--- src/design/afd_pkg.sv ---
// ----------------------------------------------------------------------------
// afd_pkg - shared definitions for the ADPCM frame decoder
// Frame layout constants, register indexes and the coefficient table.
// ----------------------------------------------------------------------------
package afd_pkg;

	// Frame layout
	localparam int unsigned FRAME_BYTES  = 140;
	localparam int unsigned HEADER_BYTES = 12;
	localparam int unsigned MAX_CHANNELS = 8;

	// Field widths
	localparam int unsigned BYTE_W   = 8;
	localparam int unsigned SAMPLE_W = 16;
	localparam int unsigned CHAN_W   = 3;
	localparam int unsigned POS_W    = 32;
	localparam int unsigned COUNT_W  = 4;
	localparam int unsigned FRAME_W  = 24;
	localparam int unsigned COEF_W   = 7;
	localparam int unsigned ACC_W    = 27;

	// Configuration register indexes
	typedef enum logic [0:0] {
		CFG_CHANNEL_COUNT = 1'b0,
		CFG_TOTAL_SAMPLES = 1'b1
	} cfg_index_t;

	typedef logic [COEF_W-1:0] coef_t;

	typedef struct packed {
		coef_t c0;
		coef_t c1;
	} coef_pair_t;

	// Coefficient pair for a selector nibble; the selector is taken mod 7 and
	// pairs five and six are zero.
	function automatic coef_pair_t coef_lookup(input logic [3:0] sel);
		coef_pair_t p;
		case (sel)
			4'd1, 4'd8, 4'd15: p = '{c0: 7'd60,  c1: 7'd0};
			4'd2, 4'd9:        p = '{c0: 7'd122, c1: 7'd60};
			4'd3, 4'd10:       p = '{c0: 7'd115, c1: 7'd52};
			4'd4, 4'd11:       p = '{c0: 7'd98,  c1: 7'd55};
			default:           p = '{c0: 7'd0,   c1: 7'd0};
		endcase
		return p;
	endfunction

endpackage

--- src/design/afd_stream_if.sv ---
// ----------------------------------------------------------------------------
// afd_stream_if - valid/ready channels of the ADPCM frame decoder
// Byte channel towards the decoder and sample channel from it.
// ----------------------------------------------------------------------------
interface afd_byte_if;
	logic                         valid;
	logic                         ready;
	logic [afd_pkg::BYTE_W-1:0]   stream_byte;

	modport source (output valid, output stream_byte, input ready);
	modport sink   (input valid, input stream_byte, output ready);
endinterface

interface afd_sample_if;
	logic                                valid;
	logic                                ready;
	logic signed [afd_pkg::SAMPLE_W-1:0] pcm_sample;
	logic [afd_pkg::CHAN_W-1:0]          channel_index;
	logic [afd_pkg::POS_W-1:0]           sample_position;
	logic                                last_in_item;

	modport source (output valid, output pcm_sample, output channel_index,
		output sample_position, output last_in_item, input ready);
	modport sink   (input valid, input pcm_sample, input channel_index,
		input sample_position, input last_in_item, output ready);
endinterface

--- src/design/adpcm_frame_decoder_core.sv ---
// ----------------------------------------------------------------------------
// adpcm_frame_decoder_core - streaming 4-bit ADPCM frame decoder
// Decodes interleaved 140-byte frames into saturated 16-bit samples.
// ----------------------------------------------------------------------------
// Usage:
//   byte_in carries the compressed stream, one byte per request, in file
//   order. sample_out carries decoded samples with their channel, position
//   within the channel and a flag on the last sample of each data byte.
//   cfg_write/cfg_index/cfg_data set the channel count and the number of
//   samples per channel to emit; write them only while the block is idle.
// Timing:
//   A header byte is taken and gives no sample. After a data byte is taken,
//   byte_in stays not ready until both of its nibbles are done: each nibble uses the one
//   shared 16x8 multiplier twice (h1*c0, then h2*c1) and a third step to
//   shift, saturate and load the output register. A new data byte is therefore
//   taken only after the last one is fully decoded; each sample appears in
//   the output register the cycle after its saturate step.
// Stall:
//   A sample waits in the output register until taken; a following sample
//   holds the sequencer in its saturate step until the register frees.
// Reset:
//   arst_n clears the frame position, header state, history, channel and
//   frame number; channel count returns to 1 and the sample total to 0.
// ----------------------------------------------------------------------------
module adpcm_frame_decoder_core (
	input  logic                           clk,
	input  logic                           arst_n,
	afd_byte_if.sink                       byte_in,
	afd_sample_if.source                   sample_out,
	input  logic                           cfg_write,
	input  afd_pkg::cfg_index_t            cfg_index,
	input  logic [afd_pkg::POS_W-1:0]      cfg_data
);

	// Sequencer states
	typedef enum logic [3:0] {
		S_IDLE = 4'b0001,
		S_MUL1 = 4'b0010,
		S_MUL2 = 4'b0100,
		S_SAT  = 4'b1000
	} state_t;

	state_t state_q;

	// Configuration and frame state
	logic [afd_pkg::COUNT_W-1:0]  channel_count_q;
	logic [afd_pkg::POS_W-1:0]    total_samples_q;
	logic [7:0]                   byte_in_frame_q;
	logic [31:0]                  selector_q;
	logic [31:0]                  shift_q;
	logic [15:0]                  history_one_q;
	logic [15:0]                  history_two_q;
	logic [afd_pkg::CHAN_W-1:0]   current_channel_q;
	logic [afd_pkg::FRAME_W-1:0]  frame_number_q;

	// Working registers of the byte being decoded
	logic [7:0]                   byte_q;
	logic                         nib_sel_q;
	afd_pkg::coef_t               coef0_q;
	afd_pkg::coef_t               coef1_q;
	logic [3:0]                   shf_q;
	logic [afd_pkg::POS_W-1:0]    spos_q;
	logic [afd_pkg::CHAN_W-1:0]   chan_q;
	logic signed [afd_pkg::ACC_W-1:0] acc_q;

	// Output register
	logic                         out_valid_q;
	logic signed [15:0]           out_sample_q;
	logic [afd_pkg::CHAN_W-1:0]   out_chan_q;
	logic [afd_pkg::POS_W-1:0]    out_pos_q;
	logic                         out_last_q;

	logic                         in_accept;
	logic                         is_header;
	logic [6:0]                   data_idx;
	logic [2:0]                   nib_set;
	afd_pkg::coef_pair_t          pair;
	logic                         frame_end;
	logic [afd_pkg::COUNT_W-1:0]  eff_count;
	logic [afd_pkg::COUNT_W-1:0]  next_chan;

	logic [3:0]                   nibble;
	logic signed [15:0]           mul_h;
	logic signed [7:0]            mul_c;
	logic signed [23:0]           product;
	logic signed [afd_pkg::ACC_W-1:0] base;
	logic signed [20:0]           shifted;
	logic [15:0]                  sat_sample;
	logic [afd_pkg::POS_W-1:0]    spos_cur;
	logic                         keep;
	logic                         keep_next;
	logic                         can_load;
	logic                         sat_stall;

	// Input decode
	assign in_accept = byte_in.valid && byte_in.ready;
	assign byte_in.ready = (state_q == S_IDLE);
	assign is_header = (byte_in_frame_q < 8'(afd_pkg::HEADER_BYTES));
	assign data_idx  = 7'(byte_in_frame_q - 8'(afd_pkg::HEADER_BYTES));
	assign nib_set   = data_idx[6:4];
	assign pair      = afd_pkg::coef_lookup(selector_q[nib_set*4 +: 4]);
	assign frame_end = (byte_in_frame_q == 8'(afd_pkg::FRAME_BYTES - 1));

	// Effective channel count, clamped to 1..MAX_CHANNELS
	always_comb begin
		if (channel_count_q == '0) begin
			eff_count = afd_pkg::COUNT_W'(1);
		end else if (channel_count_q > afd_pkg::COUNT_W'(afd_pkg::MAX_CHANNELS)) begin
			eff_count = afd_pkg::COUNT_W'(afd_pkg::MAX_CHANNELS);
		end else begin
			eff_count = channel_count_q;
		end
	end
	assign next_chan = {1'b0, current_channel_q} + afd_pkg::COUNT_W'(1);

	// Shared multiplier: h1*c0 in the first step, h2*c1 in the second
	assign nibble  = nib_sel_q ? byte_q[7:4] : byte_q[3:0];
	assign mul_h   = (state_q == S_MUL1) ? history_one_q : history_two_q;
	assign mul_c   = (state_q == S_MUL1) ? $signed({1'b0, coef0_q}) : $signed({1'b0, coef1_q});
	assign product = mul_h * mul_c;
	assign base    = afd_pkg::ACC_W'($signed(nibble)) <<< (5'd6 + 5'(shf_q));

	// Floor shift and saturation
	assign shifted = 21'(acc_q >>> 6);
	always_comb begin
		if (shifted > 21'sd32767) begin
			sat_sample = 16'h7FFF;
		end else if (shifted < -21'sd32768) begin
			sat_sample = 16'h8000;
		end else begin
			sat_sample = shifted[15:0];
		end
	end

	// Position filter and output register availability
	assign spos_cur  = {spos_q[afd_pkg::POS_W-1:1], nib_sel_q};
	assign keep      = (spos_cur < total_samples_q);
	assign keep_next = ({spos_q[afd_pkg::POS_W-1:1], 1'b1} < total_samples_q);
	assign can_load  = !out_valid_q || sample_out.ready;
	assign sat_stall = keep && !can_load;

	// Sequencer and model state
	always_ff @(posedge clk or negedge arst_n) begin
		if (!arst_n) begin
			state_q           <= S_IDLE;
			channel_count_q   <= afd_pkg::COUNT_W'(1);
			total_samples_q   <= '0;
			byte_in_frame_q   <= '0;
			selector_q        <= '0;
			shift_q           <= '0;
			history_one_q     <= '0;
			history_two_q     <= '0;
			current_channel_q <= '0;
			frame_number_q    <= '0;
			nib_sel_q         <= 1'b0;
			out_valid_q       <= 1'b0;
		end else begin
			// configuration writes
			if (cfg_write) begin
				case (cfg_index)
					afd_pkg::CFG_CHANNEL_COUNT: channel_count_q <= cfg_data[afd_pkg::COUNT_W-1:0];
					afd_pkg::CFG_TOTAL_SAMPLES: total_samples_q <= cfg_data;
					default: ;
				endcase
			end

			// output register drains
			if (out_valid_q && sample_out.ready) begin
				out_valid_q <= 1'b0;
			end

			case (state_q)
				S_IDLE: begin
					if (in_accept) begin
						case (byte_in_frame_q) inside
							[8'd0:8'd3]: selector_q[byte_in_frame_q[1:0]*8 +: 8] <= byte_in.stream_byte;
							[8'd4:8'd7]: shift_q[byte_in_frame_q[1:0]*8 +: 8] <= byte_in.stream_byte;
							8'd8:  history_one_q[7:0]  <= byte_in.stream_byte;
							8'd9:  history_one_q[15:8] <= byte_in.stream_byte;
							8'd10: history_two_q[7:0]  <= byte_in.stream_byte;
							8'd11: history_two_q[15:8] <= byte_in.stream_byte;
							default: begin
								nib_sel_q <= 1'b0;
								state_q   <= S_MUL1;
							end
						endcase
						// frame position advance
						if (frame_end) begin
							byte_in_frame_q <= '0;
							if (next_chan >= eff_count) begin
								current_channel_q <= '0;
								frame_number_q    <= frame_number_q + afd_pkg::FRAME_W'(1);
							end else begin
								current_channel_q <= next_chan[afd_pkg::CHAN_W-1:0];
							end
						end else begin
							byte_in_frame_q <= byte_in_frame_q + 8'd1;
						end
					end
				end
				S_MUL1: state_q <= S_MUL2;
				S_MUL2: state_q <= S_SAT;
				S_SAT: begin
					if (!sat_stall) begin
						history_two_q <= history_one_q;
						history_one_q <= sat_sample;
						if (keep) begin
							out_valid_q <= 1'b1;
						end
						if (nib_sel_q) begin
							state_q <= S_IDLE;
						end else begin
							nib_sel_q <= 1'b1;
							state_q   <= S_MUL1;
						end
					end
				end
				default: state_q <= S_IDLE;
			endcase
		end
	end

	// Working and output payload registers
	always_ff @(posedge clk) begin
		if (in_accept && !is_header) begin
			byte_q  <= byte_in.stream_byte;
			coef0_q <= pair.c0;
			coef1_q <= pair.c1;
			shf_q   <= shift_q[nib_set*4 +: 4];
			spos_q  <= {frame_number_q, data_idx, 1'b0};
			chan_q  <= current_channel_q;
		end
		if (state_q == S_MUL1) begin
			acc_q <= base + afd_pkg::ACC_W'(product);
		end else if (state_q == S_MUL2) begin
			acc_q <= acc_q - afd_pkg::ACC_W'(product);
		end
		if (state_q == S_SAT && keep && can_load) begin
			out_sample_q <= sat_sample;
			out_chan_q   <= chan_q;
			out_pos_q    <= spos_cur;
			out_last_q   <= nib_sel_q || !keep_next;
		end
	end

	assign sample_out.valid           = out_valid_q;
	assign sample_out.pcm_sample      = out_sample_q;
	assign sample_out.channel_index   = out_chan_q;
	assign sample_out.sample_position = out_pos_q;
	assign sample_out.last_in_item    = out_last_q;

	// Checks
	a_frame_pos: assert property (@(posedge clk) disable iff (!arst_n)
		byte_in_frame_q < 8'(afd_pkg::FRAME_BYTES))
		else $error("frame position out of range");

	a_data_starts: assert property (@(posedge clk) disable iff (!arst_n)
		in_accept && !is_header |=> state_q == S_MUL1 && !nib_sel_q)
		else $error("data byte did not start decoding");

	a_sat_holds: assert property (@(posedge clk) disable iff (!arst_n)
		state_q == S_SAT && sat_stall |=> state_q == S_SAT && $stable(history_one_q))
		else $error("sample lost while output register full");

	a_byte_done: assert property (@(posedge clk) disable iff (!arst_n)
		state_q == S_SAT && !sat_stall && nib_sel_q |=> state_q == S_IDLE)
		else $error("sequencer did not return after second nibble");

	a_load_flag: assert property (@(posedge clk) disable iff (!arst_n)
		state_q == S_SAT && keep && !sat_stall |=> out_valid_q)
		else $error("kept sample not presented");

endmodule
--- src/flat_wrapper.sv ---
// flat-port wrapper written by rule: the top's interface ports become plain ports
module adpcm_frame_decoder_core_flat 
  (clk, arst_n, cfg_write, cfg_index, cfg_data, byte_in_valid, byte_in_stream_byte, byte_in_ready, sample_out_valid, sample_out_pcm_sample, sample_out_channel_index, sample_out_sample_position, sample_out_last_in_item, sample_out_ready);
  afd_byte_if byte_in_i ();
  afd_sample_if sample_out_i ();
  input  logic clk;
  input  logic arst_n;
  input  logic cfg_write;
  input  afd_pkg::cfg_index_t cfg_index;
  input  logic [afd_pkg::POS_W-1:0] cfg_data;
  input wire logic [$bits(byte_in_i.valid)-1:0] byte_in_valid;
  input wire logic [$bits(byte_in_i.stream_byte)-1:0] byte_in_stream_byte;
  output wire logic [$bits(byte_in_i.ready)-1:0] byte_in_ready;
  output wire logic [$bits(sample_out_i.valid)-1:0] sample_out_valid;
  output wire logic [$bits(sample_out_i.pcm_sample)-1:0] sample_out_pcm_sample;
  output wire logic [$bits(sample_out_i.channel_index)-1:0] sample_out_channel_index;
  output wire logic [$bits(sample_out_i.sample_position)-1:0] sample_out_sample_position;
  output wire logic [$bits(sample_out_i.last_in_item)-1:0] sample_out_last_in_item;
  input wire logic [$bits(sample_out_i.ready)-1:0] sample_out_ready;
  assign byte_in_i.valid = byte_in_valid;
  assign byte_in_i.stream_byte = byte_in_stream_byte;
  assign byte_in_ready = byte_in_i.ready;
  assign sample_out_valid = sample_out_i.valid;
  assign sample_out_pcm_sample = sample_out_i.pcm_sample;
  assign sample_out_channel_index = sample_out_i.channel_index;
  assign sample_out_sample_position = sample_out_i.sample_position;
  assign sample_out_last_in_item = sample_out_i.last_in_item;
  assign sample_out_i.ready = sample_out_ready;
  adpcm_frame_decoder_core u_core (.clk(clk), .arst_n(arst_n), .byte_in(byte_in_i), .sample_out(sample_out_i), .cfg_write(cfg_write), .cfg_index(cfg_index), .cfg_data(cfg_data));
endmodule
--- config.mk ---
export PLATFORM = sky130hd
export DESIGN_NAME = adpcm_frame_decoder_core_flat
export DESIGN_NICKNAME = d
export VERILOG_FILES = /design/src/design/afd_pkg.sv /design/src/design/afd_stream_if.sv /design/src/design/adpcm_frame_decoder_core.sv /design/src/flat_wrapper.sv
export SDC_FILE = /design/constraint.sdc
export NUM_CORES = 1
export LEC_CHECK = 0
export ABC_AREA = 0
export BUFFER_PORTS_ARGS = -buffer_cell sky130_fd_sc_hd__buf_2
export CORE_MARGIN = 3
export CORE_UTILIZATION = 52
export DETAILED_ROUTE_END_ITERATION = 16
export GPL_ROUTABILITY_DRIVEN = 0
export GPL_TIMING_DRIVEN = 0
export PLACE_DENSITY = 0.79
export SLEW_MARGIN = 20
export SYNTH_ARGS = -nofsm -noshare
export SYNTH_HDL_FRONTEND = slang
export SYNTH_SLANG_ARGS = --single-unit
--- constraint.sdc ---
create_clock -name clk -period 12.3 [get_ports clk]
set_clock_uncertainty 0.05 [all_clocks]
set_input_delay 1.23 -clock clk [delete_from_list [all_inputs] [get_ports clk]]
set_output_delay 1.23 -clock clk [all_outputs]
set_load 0.02 [all_outputs]
==> Word-level counts from Yosys, hierarchy flattened <==
Memory sizes are Yosys's and may differ from the RTL's. A register that Yosys moved wholly into a read port is not among the register bits.
Index checks and enable logic that the tools add are counted.
Widths: inputs -> output; s select.
{ "op_classes": {"n_reduce_logical": 30, "n_mux": 60, "bitwise_logic": 2, "add_sub_neg": 8, "shift": 5, "magnitude_cmp": 11, "mul": 1, "n_eq_ne": 21} }
{ "op_table": {"columns": ["operator", "count"], "rows": [
  ["$mux 8", 19],
  ["$mux 16", 7],
  ["$bwmux 32", 2],
  ["$lt 32x32->1", 2],
  ["$pmux 16 s2", 2],
  ["$shiftx 32x6->4", 2],
  ["$mux 27", 2],
  ["$mux 4", 11],
  ["$neg 5->34", 1],
  ["$shift 8x34->32 const A", 1],
  ["$shiftx 8x34->32", 1],
  ["$eq 8x4->1 const B", 4],
  ["$add 27x24->27", 1],
  ["$sshl 4x5->27", 1],
  ["$sub 27x24->27", 1],
  ["$add 24x1->24 const B", 1],
  ["$mul 16x8->24", 1],
  ["$ne 2x2->1 const B", 12],
  ["$gt 21x16->1 const B", 1],
  ["$lt 21x16->1 const B", 1],
  ["$reduce_and 9->1", 2],
  ["$pmux 4 s4", 1],
  ["$reduce_and 8->1", 2],
  ["$mux 1", 12],
  ["31 further kinds", 48]
]} }
{ "word_totals": {"word_cells": 163, "inputBits": 46, "out_inout_bits": 54, "memories": 1, "romBits": 208, "regBits": 305} }
{ "memory_table": {"columns": ["memory", "depth", "word_bits", "rd", "rd_clocked_by_memory_dff", "wr", "line_no", "rtl"], "rows": [
  ["(name not given)", 16, 13, 1, 1, 0, "afd_pkg.sv:39", "case (sel)"]
]} }

==> Logic depth before layout (Yosys ltp) <==
{ "depth": {"depth_word": 9, "mapped_depth": 36, "depth_no_buf": 33} }

==> Worst setup path before layout <==
Ideal clock, no wire load.
{ "synth_path": {"path_type": "flip-flop to flip-flop", "from": "register u_core.state_q[1]", "to": "register u_core.acc_q[26] (netlist bit) (data pin)", "synth_period_minus_slack_ns": 8.516, "arrival_ns": 8.292, "n_path_buf": 3, "setup_time_ns": 0.174, "t_required_ns": 12.076, "stages_incl_launch_ff": 34, "setup_slack_ns": 3.784, "path_cell_list": "dfrtp_1 clkbuf_1 or4b_2 clkbuf_1 and2_1 a21oi_1 clkbuf_1 nor2_1 fa_1 fa_1 fa_1 inv_1 fa_1 inv_1 ha_1 a2111oi_4 o21ai_2 nand3_1 nand2_1 a21o_1 a21o_1 xor2_1 ha_1 o21a_1 o21a_1 o21ai_0 a41oi_1 a221oi_1 a211oi_1 o31ai_1 a221oi_1 o32ai_1 o2111ai_1 a311oi_1"} }
{ "synth_between": {"elab_chain_len": 6, "word_cells_on_any_way": 8, "classes_between": "add/sub: 2; mul: 1; eq/ne: 1; mux: 4"} }
{ "synth_lines": {"columns": ["element", "line_no", "rtl"], "rows": [
  ["start, declared", "adpcm_frame_decoder_core.sv:43", "state_t state_q;"],
  ["start signal, assigned", "adpcm_frame_decoder_core.sv:145", "state_q <= S_IDLE;"],
  ["start signal, assigned", "adpcm_frame_decoder_core.sv:184", "state_q <= S_MUL1;"],
  ["start signal, assigned", "adpcm_frame_decoder_core.sv:201", "S_MUL1: state_q <= S_MUL2;"],
  ["$eq 4x2->1 *", "adpcm_frame_decoder_core.sv:118, adpcm_frame_decoder_core.sv:119, adpcm_frame_decoder_core.sv:233", null],
  ["$mux 16 or $mux 7 (tied branches)", "adpcm_frame_decoder_core.sv:118, adpcm_frame_decoder_core.sv:119", null],
  ["$mul 16x8->24", "adpcm_frame_decoder_core.sv:120", "assign product = mul_h * mul_c;"],
  ["$sub 27x24->27", "adpcm_frame_decoder_core.sv:236", "acc_q <= acc_q - afd_pkg::ACC_W'(product);"],
  ["$mux 27", "adpcm_frame_decoder_core.sv:235", "end else if (state_q == S_MUL2) begin"],
  ["$mux 27 *", "adpcm_frame_decoder_core.sv:233", "if (state_q == S_MUL1) begin"],
  ["end signal, assigned", "adpcm_frame_decoder_core.sv:234", "acc_q <= base + afd_pkg::ACC_W'(product);"],
  ["end signal, assigned", "adpcm_frame_decoder_core.sv:236", null],
  ["end, declared", "adpcm_frame_decoder_core.sv:64", "logic signed [afd_pkg::ACC_W-1:0] acc_q;"]
]} }
Mark *: on every way between the ends. The rest lies on a longest branch, timed or not. The select of a mux whose other input is x is not followed.
A chain may end at the register's enable or synchronous reset.

==> Worst setup path in the final report <==
Ends and elaborated chain as after synthesis.

==> impl_metrics.json <==
{
  "outcome": "finished, final reports clean",
  "worstSetupStartpointType": "register",
  "r2r-end": "u_core.acc_q[26]",
  "cts.root.buffer_cell": "clkbuf_16",
  "relSlewSlack_pct": 28.3,
  "path_class": "reg -> reg",
  "numPortBuffers": 99,
  "core-area_um2": 39000,
  "synth_top_area_share_pct": 20.6,
  "crit_required_ns": 12.63,
  "final_net_count": 2504,
  "ys_seq_area_share_pct": 40.1,
  "grt_max_degree": 100,
  "crit_fanout": 10,
  "htree_levels": 1,
  "rr_worst_depth": 34,
  "die_y_um": 206,
  "avgSynthCellArea_um2": 9.99,
  "synth-simple-area-share_pct": 13.4,
  "synth_compound_area_share_pct": 13.2,
  "yosysTopAreaCell": "dfrtp_1",
  "most-common-layout-cells": "nand2_1, inv_1, nor2_1, dfrtp_1, ha_1",
  "avgViaCountPerCell": 5.89,
  "fin_crit_ns": 10.19,
  "globalRouteOverflowTotal": 0,
  "rsz0062_at_grt": "no",
  "nFillCells": 3136,
  "max-cap-violations": 0,
  "grt_antenna_before_repair": 1,
  "ios": 100,
  "max_freq_mhz": 98.1,
  "synth_edf_count": 133,
  "critPathMaxStageDelay_ns": 0.55,
  "synth_area_leaders": "dfrtp_1, edfxtp_1, ha_1, fa_1, nand2_1",
  "rows": 72,
  "post-route-period-util_pct": 82.9,
  "ys_types": 94,
  "grt_usage_pct": 25.3,
  "synth-warning-count": 0,
  "synth_mux_area_share_pct": 6.29,
  "crit_top_cell": "fa_1",
  "crit_arrival_ns": 10.52,
  "routed_wl_um": 52900,
  "dpl.hpwl_um": 40700,
  "slew_viol_final": 0,
  "cts_tree": "yes",
  "whs_ns": 0.364,
  "worst_pin_slew_ns": 1.07,
  "clock-sinks": 306,
  "fin_setup_tns_ns": 0,
  "wl_per_cell_um": 19.2,
  "drt-initial-drc-count": 1700,
  "final_antenna_net_count": 0,
  "cts-hold-fix-buffers": 0,
  "grt_pass1_vias": 16421,
  "grt_pass1_wl_um": 85100,
  "synth_ff_type": "dfrtp_1",
  "syn_area_um2": 20800,
  "setup_viol_count_final": 0,
  "cts_buffers": 30,
  "synth_top_family_by_area": "adder cells",
  "final_common_cell": "nand2_1",
  "vias": 16270,
  "initial_core_util_pct": 53.2,
  "synth_nets": 2361,
  "layout-drive-gt1-share_pct": 13.2,
  "first_pass_iters": 6,
  "synthCells": 2077,
  "slowest_stage": "a221oi_1",
  "r2r-start": "u_core.state_q[1]",
  "r2r_slack_ns": 2.11,
  "insertion_delay_ns": 0.61,
  "synthArstFlopShare_pct": 56.5,
  "area_delta_synth_final_pct": 11.0,
  "synth-xor-area-share_pct": 3.92,
  "worst_slack_ns": 2.11,
  "finalHoldViolations": 0,
  "die_x_um": 206,
  "ys_ff_latch": 306,
  "post-cts-setup-buffer-count": 0,
  "die-area_um2": 42300,
  "drc": 0,
  "cts_resized": 0,
  "min_path_type": "reg -> reg",
  "synth_fa_ha_area_share_pct": 17.6,
  "pre_cts_slack_ns": 2.36,
  "min_path_cells": 0,
  "clk_path_buf_depth": 3,
  "endpoint_kind": "register",
  "min_to": "u_core.sample_out.channel_index[0]",
  "path_clk_slew_ns": 0.07,
  "min_from": "u_core.chan_q[0]"
}
==> worst max-delay path by stage <==
stage / end / slack, ns / cells after the start / startpoint
floorplan: u_core.acc_q[26] / 3.78 / 33 / u_core.state_q[1]
global placement: u_core.acc_q[26] / 2.42 / 34 / u_core.state_q[1]
detailed placement: u_core.acc_q[26] / 2.36 / 34 / u_core.state_q[1]
CTS: u_core.acc_q[26] / 2.22 / 34 / u_core.state_q[1]
global route: u_core.acc_q[26] / 1.36 / 34 / u_core.state_q[1]
finish: u_core.acc_q[26] / 2.11 / 34 / u_core.state_q[1]
==> flip-flops by register name, summed over array words and instances (netlist names), 24 cells and up <==
register and cells:
u_core.sample_out.sample_position 32, u_core.spos_q 31, u_core.frame_number_q 24, u_core.acc_q 27
u_core.shift_q 32, u_core.total_samples_q 32, u_core.selector_q 32
==> cells by family after synthesis <==
family                   count (synthesis)
AND/OR/NAND/NOR                        604
AO/OA/AOI/OAI                          444
flip-flops                             306
buffers and inverters                  290
adder cells (fa/ha/maj)                239
multiplexers                           101
XOR/XNOR                                93
==> layout make-up <==
cell class	count	area, um2	area share [%]
multi-input cells	1481	11300	49.1
flip-flops and latches	306	8330	36.1
clock buffers	46	861	3.74
inverters	228	856	3.71
repair buffers	111	676	2.93
well taps	518	648	2.81
plain buffers	62	278	1.21
clock inverters	7	72.6	0.315
diodes	2	5.00	0.0217
==> layer usage <==
layer / share of wire (%) / wire, um / global-route usage, % / vias up
li1: - / - / - / 7478
met1: 41 / 21500 / 33.8 / 8005
met2: 48 / 25500 / 41.9 / 647
met3: 7.5 / 3990 / 4.24 / 140
met4: 3.7 / 1970 / 9.09 / 0
met5: 0 / 0 / 0 / -
==> metrics by stage <==
step                cells  cell area (um2)  util, %
detailed placement   2706            22100     56.7
global placement     2694            21900     56.1
floorplan            2077            20800        -
CTS                  2759            23000     59.1
finish               2761            23000     59.1
global route         2760            23000     59.1
==> worst max-delay path, delay by kind of cell, from the launching register on <==
family / cells / cell delay (ns)
AO/OA/AOI/OAI: 16 / 4.18
adder cells (fa/ha/maj): 6 / 2.76
buffers and inverters: 7 / 1.78
AND/OR/NAND/NOR: 4 / 0.56
flip-flops: 1 / 0.36
XOR/XNOR: 1 / 0.29
==> synth_stat cells (4+ instances only) <==
cell type	count
ha_1	150
nand2b_1	15
o21ai_0	135
buf_1	5
nor3_1	16
a211oi_1	10
nand2_1	228
o21bai_1	7
or2_2	17
nand4_1	14
clkbuf_1	49
xor2_1	31
dfrtp_1	171
mux2_2	56
fa_1	88
nor2_1	178
or4b_2	4
nand3_1	39
and3_1	24
a21oi_1	143
inv_1	226
nor2b_1	12
or3_1	6
nor4_1	6
and4_1	5
o2111ai_1	4
a31oi_1	15
xnor2_1	62
edfxtp_1	133
mux4_2	18
and2_1	16
o22ai_1	9
a21o_1	40
o21a_1	11
o31ai_1	10
mux2i_1	27
nor3b_1	4
Power is left out: the tool's default activity adds up to more than one toggle a clock period on the data nets, which glitch-free logic cannot reach.
